`config.mk`:
```
export PLATFORM = sky130hd
export DESIGN_NAME = chi_square_caesar_shift_finder
export DESIGN_NICKNAME = d
export VERILOG_FILES = /design/src/hw/rtl/csf_pkg.sv /design/src/hw/rtl/csf_cell.sv /design/src/hw/rtl/csf_score.sv /design/src/hw/rtl/chi_square_caesar_shift_finder.sv
export VERILOG_INCLUDE_DIRS = /design/src /design/src/hw/rtl
export SDC_FILE = /design/constraint.sdc
export NUM_CORES = 2
export LEC_CHECK = 0
export ABC_CLOCK_PERIOD_IN_PS = 8350
export BUFFER_PORTS_ARGS = -buffer_cell sky130_fd_sc_hd__buf_2
export CORE_MARGIN = 3
export CORE_UTILIZATION = 35
export CTS_CLUSTER_DIAMETER = 40
export DETAILED_ROUTE_END_ITERATION = 8
export PLACE_DENSITY_LB_ADDON = 0.05
export SKIP_CTS_REPAIR_TIMING = 1
export SKIP_LAST_GASP = 1
export SLEW_MARGIN = 10
export SYNTH_ARGS = -nofsm -noshare
export SYNTH_HDL_FRONTEND = slang
export SYNTH_SLANG_ARGS = --single-unit
```
`constraint.sdc`:
```
create_clock -name i_clk -period 8.35 [get_ports i_clk]
set_clock_uncertainty 0.2 [all_clocks]
set_input_delay 1.67 -clock i_clk [delete_from_list [all_inputs] [get_ports i_clk]]
set_output_delay 1.67 -clock i_clk [all_outputs]
set_load 0.02 [all_outputs]
```
`src/hw/rtl/chi_square_caesar_shift_finder_defines.svh`:
```
// Assertion macros shared by the shift finder RTL.
`ifndef CHI_SQUARE_CAESAR_SHIFT_FINDER_DEFINES_SVH
`define CHI_SQUARE_CAESAR_SHIFT_FINDER_DEFINES_SVH

// same-cycle implication, sampled on i_clk, off during reset
`define CSF_ASSERT_NOW(lbl, ante, cons, msg) \
    lbl: assert property (@(posedge i_clk) disable iff (!i_rst_n) (ante) |-> (cons)) \
        else $error(msg);

// next-cycle implication, sampled on i_clk, off during reset
`define CSF_ASSERT_NEXT(lbl, ante, cons, msg) \
    lbl: assert property (@(posedge i_clk) disable iff (!i_rst_n) (ante) |=> (cons)) \
        else $error(msg);

`endif

```
`src/hw/rtl/csf_pkg.sv`:
```
// Types, constants and weight table of the Caesar shift finder.
package csf_pkg;

    localparam int MAX_COLUMN_LEN = 4096;
    localparam int LETTERS        = 26;
    localparam int LETTER_W       = $clog2(LETTERS);
    localparam int COUNT_W        = $clog2(MAX_COLUMN_LEN + 1);
    localparam int SQ_W           = 2 * COUNT_W;
    localparam int WEIGHT_W       = 27;
    localparam int PROD_W         = SQ_W + WEIGHT_W;
    localparam int ACC_W          = PROD_W + LETTER_W;
    localparam int SCORE_W        = 51;

    localparam logic [LETTER_W-1:0] LAST_LETTER = LETTER_W'(LETTERS - 1);
    localparam logic [COUNT_W-1:0]  COUNT_MAX   = COUNT_W'(MAX_COLUMN_LEN);
    localparam logic [7:0]          CHAR_A      = 8'h61;
    localparam logic [7:0]          CHAR_Z      = 8'h7A;
    localparam logic [SCORE_W-1:0]  SCORE_MAX   = '1;

    localparam logic [WEIGHT_W-1:0] WEIGHT_Q16 [LETTERS] = '{
        27'd802449,   27'd4392493,  27'd2355715,  27'd1540936,  27'd515950,
        27'd2941472,  27'd3252407,  27'd1075418,  27'd940798,   27'd42833987,
        27'd8489119,  27'd1628224,  27'd2723857,  27'd971048,   27'd872999,
        27'd3397408,  27'd68985263, 27'd1094638,  27'd1035815,  27'd723675,
        27'd2376215,  27'd6701022,  27'd2776949,  27'd43690667, 27'd3319959,
        27'd88562162
    };

    typedef enum logic [1:0] {
        S_COUNT,
        S_SCORE,
        S_EMIT
    } t_state;

    typedef struct packed {
        logic [7:0] cipher_byte;
        logic       last_byte;
    } t_in_item;

    typedef struct packed {
        logic [4:0]         best_shift;
        logic [SCORE_W-1:0] best_score;
    } t_out_item;

    typedef struct packed {
        logic                count_en;
        logic                hit;
        logic [LETTER_W-1:0] letter;
        logic                rotate;
        logic                clear;
    } t_cell_ctl;

    typedef struct packed {
        logic                valid;
        logic                first;
        logic                last;
        logic                final_term;
        logic [LETTER_W-1:0] shift;
        logic [LETTER_W-1:0] widx;
    } t_issue;

endpackage

```
`src/hw/rtl/csf_cell.sv`:
```
// One letter counter of the rotating count ring.
`include "chi_square_caesar_shift_finder_defines.svh"

module csf_cell (
    input  logic                         i_clk,
    input  logic                         i_rst_n,
    input  csf_pkg::t_cell_ctl           i_ctl,
    input  logic [csf_pkg::LETTER_W-1:0] i_index,
    input  logic [csf_pkg::COUNT_W-1:0]  i_next_count,
    output logic [csf_pkg::COUNT_W-1:0]  o_count
);

    logic [csf_pkg::COUNT_W-1:0] r_count;
    logic [csf_pkg::COUNT_W-1:0] n_count;

    always_comb begin
        n_count = r_count;
        priority if (i_ctl.clear) begin
            n_count = '0;
        end else if (i_ctl.rotate) begin
            n_count = i_next_count;
        end else if (i_ctl.count_en && i_ctl.hit && i_ctl.letter == i_index
                     && r_count < csf_pkg::COUNT_MAX) begin
            n_count = r_count + csf_pkg::COUNT_W'(1);
        end
    end

    always_ff @(posedge i_clk) begin
        if (!i_rst_n) begin
            r_count <= '0;
        end else begin
            r_count <= n_count;
        end
    end

    assign o_count = r_count;

    `CSF_ASSERT_NOW(a_count_sat, 1'b1, r_count <= csf_pkg::COUNT_MAX, "count above bound")

endmodule

```
`src/hw/rtl/csf_score.sv`:
```
// Square, weight, accumulate and minimum search over the rotating counts.
`include "chi_square_caesar_shift_finder_defines.svh"

module csf_score (
    input  logic                         i_clk,
    input  logic                         i_rst_n,
    input  csf_pkg::t_issue              i_issue,
    input  logic [csf_pkg::COUNT_W-1:0]  i_head,
    output logic                         o_done,
    output logic [csf_pkg::LETTER_W-1:0] o_best_shift,
    output logic [csf_pkg::ACC_W-1:0]    o_best_score
);

    logic [csf_pkg::SQ_W-1:0]     w_head_ext;
    csf_pkg::t_issue              r_s1;
    csf_pkg::t_issue              r_s2;
    logic [csf_pkg::SQ_W-1:0]     r_sq;
    logic [csf_pkg::PROD_W-1:0]   r_prod;
    logic [csf_pkg::ACC_W-1:0]    r_acc;
    logic [csf_pkg::ACC_W-1:0]    n_acc;
    logic                         r_sum_valid;
    logic                         r_sum_final;
    logic [csf_pkg::LETTER_W-1:0] r_sum_shift;
    logic [csf_pkg::ACC_W-1:0]    r_sum;
    logic [csf_pkg::LETTER_W-1:0] r_best_shift;
    logic [csf_pkg::ACC_W-1:0]    r_best;
    logic                         r_done;
    logic                         w_take;

    assign w_head_ext = csf_pkg::SQ_W'(i_head);
    assign n_acc = (r_s2.first ? '0 : r_acc) + csf_pkg::ACC_W'(r_prod);
    assign w_take = r_sum_valid && (r_sum_shift == '0 || r_sum < r_best);

    always_ff @(posedge i_clk) begin
        if (!i_rst_n) begin
            r_s1        <= '0;
            r_s2        <= '0;
            r_sum_valid <= 1'b0;
            r_sum_final <= 1'b0;
            r_done      <= 1'b0;
        end else begin
            r_s1        <= i_issue;
            r_s2        <= r_s1;
            r_sum_valid <= r_s2.valid && r_s2.last;
            r_sum_final <= r_s2.valid && r_s2.final_term;
            r_done      <= r_sum_valid && r_sum_final;
        end
    end

    always_ff @(posedge i_clk) begin
        r_sq   <= w_head_ext * w_head_ext;
        r_prod <= csf_pkg::PROD_W'(r_sq)
                  * csf_pkg::PROD_W'(csf_pkg::WEIGHT_Q16[r_s1.widx]);
        if (r_s2.valid) begin
            r_acc <= n_acc;
        end
        if (r_s2.valid && r_s2.last) begin
            r_sum       <= n_acc;
            r_sum_shift <= r_s2.shift;
        end
        if (w_take) begin
            r_best       <= r_sum;
            r_best_shift <= r_sum_shift;
        end
    end

    assign o_done       = r_done;
    assign o_best_shift = r_best_shift;
    assign o_best_score = r_best;

    `CSF_ASSERT_NEXT(a_final_done, r_sum_valid && r_sum_final, r_done, "missing done")

endmodule

```
`src/hw/rtl/chi_square_caesar_shift_finder.sv`:
```
// Top level of the Caesar shift finder for one key column.
// Input channel: i_in_valid, o_in_stall, i_in_item {cipher_byte, last_byte}.
// Output channel: o_out_valid, i_out_stall, o_out_item {best_shift, best_score}.
// An item is taken at a clock edge with valid high and stall low.
// While counting, one cipher byte is taken every cycle; bytes 'a' to 'z'
// bump their letter counter, which stops at 4096.
// The item marked last is counted, then o_in_stall rises while the ring of
// 26 counters rotates once per cycle through one square-weight-accumulate
// unit: 26 shifts of 26 terms, then the pipeline and minimum search drain.
// The result then enters the output register; the counts clear and input
// reopens in that cycle.
// A result waiting under i_out_stall does not block counting of the next
// column; a second column end keeps input stalled until the output register frees.
// best_score saturates at 2^51 - 1. Ties pick the smallest shift.
// Reset (i_rst_n low, synchronous) clears all counts and empties the output.
`include "chi_square_caesar_shift_finder_defines.svh"

module chi_square_caesar_shift_finder (
    input  logic               i_clk,
    input  logic               i_rst_n,
    input  logic               i_in_valid,
    output logic               o_in_stall,
    input  csf_pkg::t_in_item  i_in_item,
    output logic               o_out_valid,
    input  logic               i_out_stall,
    output csf_pkg::t_out_item o_out_item
);

    csf_pkg::t_state              r_state;
    csf_pkg::t_state              n_state;
    logic [csf_pkg::LETTER_W-1:0] r_shift;
    logic [csf_pkg::LETTER_W-1:0] n_shift;
    logic [csf_pkg::LETTER_W-1:0] r_term;
    logic [csf_pkg::LETTER_W-1:0] n_term;
    logic [csf_pkg::LETTER_W-1:0] r_widx;
    logic [csf_pkg::LETTER_W-1:0] n_widx;
    logic                         r_issuing;
    logic                         n_issuing;
    logic                         r_out_valid;
    logic                         n_out_valid;
    csf_pkg::t_out_item           r_out_item;
    logic                         w_load;
    csf_pkg::t_cell_ctl           w_ctl;
    csf_pkg::t_issue              w_issue;
    logic [csf_pkg::COUNT_W-1:0]  w_count [csf_pkg::LETTERS];
    logic                         w_done;
    logic [csf_pkg::LETTER_W-1:0] w_best_shift;
    logic [csf_pkg::ACC_W-1:0]    w_best_score;
    logic [csf_pkg::SCORE_W-1:0]  w_score_sat;

    for (genvar g = 0; g < csf_pkg::LETTERS; g++) begin : g_cell
        csf_cell u_cell (
            .i_clk        (i_clk),
            .i_rst_n      (i_rst_n),
            .i_ctl        (w_ctl),
            .i_index      (csf_pkg::LETTER_W'(g)),
            .i_next_count (w_count[(g + 1) % csf_pkg::LETTERS]),
            .o_count      (w_count[g])
        );
    end

    csf_score u_score (
        .i_clk        (i_clk),
        .i_rst_n      (i_rst_n),
        .i_issue      (w_issue),
        .i_head       (w_count[0]),
        .o_done       (w_done),
        .o_best_shift (w_best_shift),
        .o_best_score (w_best_score)
    );

    assign w_score_sat = (w_best_score > csf_pkg::ACC_W'(csf_pkg::SCORE_MAX))
                         ? csf_pkg::SCORE_MAX
                         : csf_pkg::SCORE_W'(w_best_score);

    always_comb begin
        n_state   = r_state;
        n_shift   = r_shift;
        n_term    = r_term;
        n_widx    = r_widx;
        n_issuing = r_issuing;
        w_load    = 1'b0;
        w_ctl.count_en = 1'b0;
        w_ctl.hit      = i_in_item.cipher_byte >= csf_pkg::CHAR_A
                         && i_in_item.cipher_byte <= csf_pkg::CHAR_Z;
        w_ctl.letter   = csf_pkg::LETTER_W'(i_in_item.cipher_byte - csf_pkg::CHAR_A);
        w_ctl.rotate   = 1'b0;
        w_ctl.clear    = 1'b0;
        unique case (r_state)
            csf_pkg::S_COUNT: begin
                if (i_in_valid) begin
                    w_ctl.count_en = 1'b1;
                    if (i_in_item.last_byte) begin
                        n_state   = csf_pkg::S_SCORE;
                        n_shift   = '0;
                        n_term    = '0;
                        n_widx    = '0;
                        n_issuing = 1'b1;
                    end
                end
            end
            csf_pkg::S_SCORE: begin
                if (r_issuing) begin
                    w_ctl.rotate = 1'b1;
                    if (r_term == csf_pkg::LAST_LETTER) begin
                        n_term = '0;
                        if (r_shift == csf_pkg::LAST_LETTER) begin
                            n_issuing = 1'b0;
                        end else begin
                            n_shift = r_shift + csf_pkg::LETTER_W'(1);
                        end
                    end else begin
                        n_term = r_term + csf_pkg::LETTER_W'(1);
                        n_widx = (r_widx == csf_pkg::LAST_LETTER)
                                 ? '0 : r_widx + csf_pkg::LETTER_W'(1);
                    end
                end
                if (w_done) begin
                    n_state = csf_pkg::S_EMIT;
                end
            end
            csf_pkg::S_EMIT: begin
                if (!r_out_valid || !i_out_stall) begin
                    w_load      = 1'b1;
                    w_ctl.clear = 1'b1;
                    n_state     = csf_pkg::S_COUNT;
                end
            end
            default: begin
                n_state = csf_pkg::S_COUNT;
            end
        endcase
    end

    always_comb begin
        w_issue.valid      = r_state == csf_pkg::S_SCORE && r_issuing;
        w_issue.first      = r_term == '0;
        w_issue.last       = r_term == csf_pkg::LAST_LETTER;
        w_issue.final_term = r_term == csf_pkg::LAST_LETTER
                             && r_shift == csf_pkg::LAST_LETTER;
        w_issue.shift      = r_shift;
        w_issue.widx       = r_widx;
    end

    always_comb begin
        n_out_valid = r_out_valid;
        priority if (w_load) begin
            n_out_valid = 1'b1;
        end else if (r_out_valid && !i_out_stall) begin
            n_out_valid = 1'b0;
        end
    end

    always_ff @(posedge i_clk) begin
        if (!i_rst_n) begin
            r_state     <= csf_pkg::S_COUNT;
            r_shift     <= '0;
            r_term      <= '0;
            r_widx      <= '0;
            r_issuing   <= 1'b0;
            r_out_valid <= 1'b0;
        end else begin
            r_state     <= n_state;
            r_shift     <= n_shift;
            r_term      <= n_term;
            r_widx      <= n_widx;
            r_issuing   <= n_issuing;
            r_out_valid <= n_out_valid;
        end
    end

    always_ff @(posedge i_clk) begin
        if (w_load) begin
            r_out_item.best_shift <= w_best_shift;
            r_out_item.best_score <= w_score_sat;
        end
    end

    assign o_in_stall  = r_state != csf_pkg::S_COUNT;
    assign o_out_valid = r_out_valid;
    assign o_out_item  = r_out_item;

    `CSF_ASSERT_NOW(a_done_in_score, w_done, r_state == csf_pkg::S_SCORE, "done outside scoring")
    `CSF_ASSERT_NEXT(a_out_from_emit, !r_out_valid && r_state != csf_pkg::S_EMIT, !r_out_valid, "result without scoring")
    `CSF_ASSERT_NEXT(a_clear_on_load, w_load, w_count[0] == '0 && r_state == csf_pkg::S_COUNT, "counts not cleared")

endmodule
```
Yosys cells after proc, flatten, opt, wreduce, memory -nomap -nowiden
Memories as Yosys holds them, arrays and structs flattened.
Cells that the tools add are included.
- output and inout port bits: 58
- logic and storage cells: 351
- bits in latches: 0
- bits in registers: 702
- input bits: 13
- bits in read-only memories: 864
- memory bits (writable): 0
- memories: 1
- equal/unequal tests: 38
- add/subtract/negate cells: 31
- magnitude comparators: 31
- divide/modulo/power cells: 0
- bitwise gates (word level): 2
- mux-type cells: 87
- shift operators: 0
- reduce and logical (&&, ||, !) cells: 104
- multiply operators: 2
- memories (name ; words ; bits a word ; rd ports ; clocked after memory_dff ; wr ports ; RTL line ; RTL):
    (name not given) ; 32 ; 27 ; 1 ; 0 ; 0 ; csf_score.sv:53 ; * csf_pkg::PROD_W'(csf_pkg::WEIGHT_Q16[r_s1.widx]);
- operators by type and width (operator ; count):
    13-bit 2-to-1 mux ; 52
    13-bit by 1-bit adder with 13-bit output (second input constant) ; 26
    13-bit < comparator (second input constant) ; 26
    5-bit == test (second input constant) ; 13
    1-bit logical AND ; 61
    58-bit by 53-bit adder with 58-bit output ; 1
    58-bit by 51-bit greater-than comparator with 1-bit output (second input constant) ; 1
    58-bit < comparator ; 1
    58-bit 2-to-1 mux ; 1
    2-bit nonzero test ; 29
    27-bit 2-to-1 mux ; 2
    26-bit by 27-bit multiplier with 53-bit output ; 1
    5-bit 2-to-1 mux ; 10
    5-bit by 4-bit == test with 1-bit output (second input constant) ; 8
    5-bit one-hot mux with 2 select lines ; 3
    13-bit by 13-bit multiplier with 26-bit output ; 1
    5-bit by 3-bit == test with 1-bit output (second input constant) ; 4
    5-bit by 1-bit adder with 5-bit output (second input constant) ; 3
    5-bit zero test ; 3
    1-bit 2-to-1 mux ; 13
    2-bit != test (second input constant) ; 6
    5-bit by 2-bit == test with 1-bit output (second input constant) ; 2
    8-bit by 7-bit >= comparator with 1-bit output (second input constant) ; 1
    8-bit by 7-bit less-or-equal comparator with 1-bit output (second input constant) ; 1
    19 further kinds ; 26

Logic depth before layout (Yosys ltp)
- depth after elaboration: 7
- mapped depth: 35
- depth with buffers taken out: 32

Cells and area by module
Synthesis repeated with hierarchy kept, for this count alone.
- cell total of the unflattened synthesis: 6946
- area total of the unflattened synthesis: 64869.7 um2
- modules (own cells, without submodules) (module ; cells each ; instances ; seq. area each (um2) ; area each (um2)):
    csf_score ; 4246 ; 1 ; 7607.3 ; 40714.0
    csf_cell ; 94 ; 26 ; 260.2 ; 805.8
    chi_square_caesar_shift_finder ; 256 ; 1 ; 2062.0 ; 3205.6

Worst setup path after synthesis
Ideal clock, no wire load.
- path kind: register -> register
- start: reg u_score.r_s1[0] (netlist bit)
- end: reg u_score.r_prod[51] (netlist bit)
- stages on the path, launching flop included: 34
- library setup time: 118 ps
- buffers on the path: 4
- setup slack: -10 ps
- clock period less this slack: 8360 ps
- data required time: 8032 ps
- arrival: 8042 ps
- cell sequence: dfxtp_1 > clkbuf_1 > inv_1 > ha_1 > clkbuf_1 > nand2_1 > o21ai_0 > o21ai_0 > a21oi_1 > clkbuf_1 > nand2_1 > fa_1 > inv_1 > fa_1 > inv_1 > fa_1 > fa_1 > inv_1 > fa_1 > fa_1 > inv_1 > fa_1 > inv_1 > ha_1 > clkbuf_1 > o21a_1 > o21ai_0 > a32o_1 > o221a_2 > a21oi_1 > a2111oi_0 > o41ai_1 > a21oi_1 > xnor2_1
- cells in the longest elaborated chain, start to end: 5
- ends and longest elaborated chain (item ; RTL line ; RTL):
    start, declared ; csf_score.sv:15 ; csf_pkg::t_issue r_s1;
    start signal, assigned ; csf_score.sv:42 ; r_s1 <= i_issue;
    5-bit inverter with 6-bit output (implied by the code) ; csf_score.sv:53 ;
    memory read 32 x 27 bit ; -- ;
    27-bit 2-to-1 mux (implied by the code) (2 in a row) ; csf_score.sv:53 ;
    26-bit by 27-bit multiplier with 53-bit output ; csf_score.sv:53 ;
    end signal, assigned ; csf_score.sv:52 ; r_prod <= csf_pkg::PROD_W'(r_sq)
    end, declared ; csf_score.sv:18 ; logic [csf_pkg::PROD_W-1:0] r_prod;
No other way between the ends. The select of a mux whose other input is x is not followed.
A chain may end at the register's enable or synchronous reset.

Worst setup path in the final report
- start: reg u_score.r_s1[0] (netlist bit)
- end: reg u_score.r_prod[47] (netlist bit)
Same word-level chain as after synthesis.

==> results by group <==
Synthesis
  – Yosys warns: 0
  – Synth Cell Area: about 62000 um2
  – Post-synth EDFFs: 240
  – Post-synthesis mux area share: 0.118%
  – Seq/Total Area, Yosys: roughly a quarter
  – Largest family of logic cells by synthesized area: adder cells
  – XOR/XNOR Fraction of Synth Area: under 10%
  – Synth Area in Adders: between 30% and 40%
  – Synth area leader: fa_1
  – Distinct cells, synth: 82
  – Mean Syn Cell Area: between 8 and 9 um2
  – Top-area cell type share of the netlist area: between 20% and 30%
  – Top-count cell post-synth: inv_1
  – Flops & latches, synth: 701
  – Synth Area in Simple Gates: a little under a fifth
  – Post-synth ARST share: 0%
  – Mapped Cells: 6892
  – Commonest cells post-synth: inv_1, nand2_1, fa_1
  – Synth area leaders: fa_1, dfxtp_1, edfxtp_1
  – Synth Area in Compound Gates: between 10% and 20%
  – Ys flop type: dfxtp_1

Detailed routing
  – Routed length per instance: between 15 and 20 um
  – Vias: 48.4k
  – Drt pass-1 iters: 5
  – Final WL: roughly 180000 um
  – First DRT Iteration DRCs: 2748
  – DRC: 0
  – Antenna Nets Post-Route: 0
  – Vias/cell: between 5 and 6

Final layout
  – FILL cells: ~18k
  – Nets: roughly 8.2k
  – Area occupied by multi-input gates: roughly 40000 um2
  – Sequential Area: between 15000 and 20000 um2
  – Layout cells sized above 1: around a tenth
  – Synth-to-Final Area Change: 16.6%

Power and ir drop
  – Internal: 7900 uW
  – Peak VDD IR: ~0.16 mV
  – Clock share of power: between 50 and 60%
  – Seq pwr share: roughly 35%
  – Net Sw Power: between 2000 and 3000 uW
  – Combinational share of power: under 10%
  – Cell Pwr Density: ~150 nW/um2
  – Switching share of total power: approximately a quarter
  – Leak pwr: 0.0314 uW

Setup path
  – Critical path endpoint: u_score.r_prod[47]
  – Top delay family on crit path: adder cells
  – CP endpoint kind: flip-flop
  – CP startpoint: u_score.r_s1[0]
  – Worst R2R End: u_score.r_prod[47]
  – Crit Path Max Fanout: 7
  – Critical path buffer and inverter count: 10
  – Worst Path Arrival: around 8.5 ns
  – WS Path Type: flip-flop to flip-flop
  – Worst path slowest cell: fa_1
  – Cell depth of the worst flop-to-flop path: 30
  – CP peak stage delay: slightly below 0.6 ns
  – CP required: 8.80 ns
  – Levels on crit path: 30
  – Setup crit start kind: flip-flop
  – R2r startpoint: u_score.r_s1[0]
  – Reg2Reg Setup Slack: about 0.26 ns

STA
  – Achievable Freq: approximately 0.12 GHz
  – RSZ-0062 raised after global routing: yes
  – Endpoints failing setup: 0
  – Min Tclk post-route: between 8 and 9 ns
  – Worst Hold Slack: ~0.20 ns
  – Period utilisation layout: between 90% and 100%
  – Rel. slew slack: 25.0%
  – Slew Viols, Final: 0
  – Slew @ Worst Pin: roughly 1.1 ns
  – Endpoints failing hold: 0
  – PnR worst setup slack: about 0.26 ns

Hold path
  – Worst Hold Class: flip-flop to flip-flop
  – Min-delay src: u_score.r_s2[7]

Floorplan
  – Effective utilization at floorplan: 35.4%
  – Chip Width: approximately 430 um
  – CORE AREA: approximately 170000 um2
  – Site Rows: ~150
  – Top Ports: just over 70
  – Die Area: about 180000 um2
  – Die span in y: approximately 430 um

Global routing
  – Initial antenna violation count: 4
  – First-pass GRT wire length: approximately 290000 um
  – Largest net degree at the start of global routing: roughly 190
  – Number of global-route vias before repair: 50.9k
  – GRT Util Overall: 20.2%
  – Total gr overflow: 0

Clock network
  – Clock Root Buffer: clkbuf_16
  – Worst-Skew Late Latency: around 0.76 ns
  – H-tree Lvls: 4
  – CTS tree: yes
  – Reg clk slew, reported paths: 0.06 ns
  – Clock Sinks: around 700
  – Clock Tree Buf Depth: 3
  – CTS Buf Count: ~140

Flow run
  – Max-Cap Viols: 0

Status
  – Outcome: completed

Place
  – Pre-CTS setup slack: -0.0412 ns
  – DP HPWL: around 140000 um
  – PortBufs: 70
  – Routability cong.: around 0.86
[metrics by stage]
step	std cells	setup TNS, ns	area (um2)	power (uW)	utilization, %
6_report	9518	0	72000	10600	41.2
4_1_cts	9499	-0.191	71500	10800	40.9
3_5_place_dp	9237	-0.0787	66400	4700	38.0
3_3_place_gp	9237	-0.0274	66300	4700	38.0
5_1_grt	9517	-0.106	72000	11100	41.2
2_1_floorplan	6917	0	61800	4300	-
[power by group through the flow]
stage                     sequential (uW)  clock, uW  combinational, uW
final                                3660       5970                981
after global routing                 3660       6300               1100
after CTS                            3660       6130                978
after detailed placement             3720          0                972
after global placement               3720          0                974
after floorplan                      3690          0                604
[how the worst min path moves through the flow]
| stage | endpoint | cells after the start |
|---|---|---|
| floorplan | u_score.r_sq[0] | 0 |
| global placement | u_score.r_sum_shift[0] | 0 |
| detailed placement | u_score.r_sum_shift[0] | 0 |
| CTS | u_score.r_sum_shift[2] | 0 |
| global route | u_score.r_sum_shift[2] | 0 |
| finish | u_score.r_sum_shift[2] | 0 |
[state kept, by name (all words and copies together) (netlist names), 9 cells and up]
signal and flops:
g_cell.u_cell.o_count 338, u_score.r_s1 14, u_score.r_sum 58, u_score.r_acc 58, u_score.r_sq 25, u_score.r_prod 53
o_out_item 56, u_score.r_s2 9, u_score.o_best_score 58
[cells by family (layout without fill, tap and decap cells)]
group,after synthesis,count (layout)
and+or+nand+nor,2338,2338
AOI/OAI and AO/OA,1271,1271
buffers and inverters,1269,1544
adders and majority gates,1108,1108
DFF,701,701
xor gates and xnor gates,196,196
muxes,7,7
other,2,28
[worst register-to-register path: cells and delay by family, from the launching register on]
family,cells,cell delay (ns)
fa+ha+maj,9,4.12
compound gates,7,1.45
simple gates,3,0.43
buf+inv,10,1.30
xor+xnor,1,0.15
flops,1,0.36
[metal layers]
| metal | global-route usage [%] | vias up | wire length (um) |
|---|---|---|---|
| met5 | 0 | - | 27 |
| met3 | 2.48 | 205 | 5720 |
| met1 | 27.5 | 24200 | 83900 |
| li1 | - | 23300 | - |
| met4 | 4.11 | 4 | 2900 |
| met2 | 34.4 | 730 | 87900 |
[cell usage in the layout, fill, tap and decap left out, types with 22 or more instances in the layout]
cell type	netlist	routed
o21ai_0	348	333
ha_1	412	402
nor3_1	83	75
nand2b_1	33	33
buf_12	0	30
xor2_1	87	87
buf_4	0	256
dfxtp_1	461	454
or3_1	39	39
inv_1	921	917
nand4_1	62	62
nor2b_1	103	102
clkbuf_16	0	147
a21oi_1	341	332
conb_1	2	27
edfxtp_1	240	240
and2_1	394	391
o221ai_1	24	24
a31oi_1	57	53
buf_2	12	70
o21bai_1	22	22
a211oi_1	98	96
xnor2_1	109	109
a32oi_1	66	65
fa_1	696	686
nand3_1	179	179
a221oi_1	83	79
nand2_1	699	695
and3_1	163	162
a21o_1	90	90
clkinv_2	0	22
nor3b_1	62	62
nor2_1	462	458
[final cells by class]
cell class                      count  share of cell area [%]
Clock buffer                      179                    5.50
Antenna cell                        1                 0.00348
Clock inverter                     83                    1.62
Tap cell                         2325                    4.04
Sequential cell                   701                    22.8
Inverter                          921                    4.80
Multi-Input combinational cell   4947                    57.1
Timing Repair Buffer              361                    4.09
No activity file was read; power rests on OpenSTA's default activity.
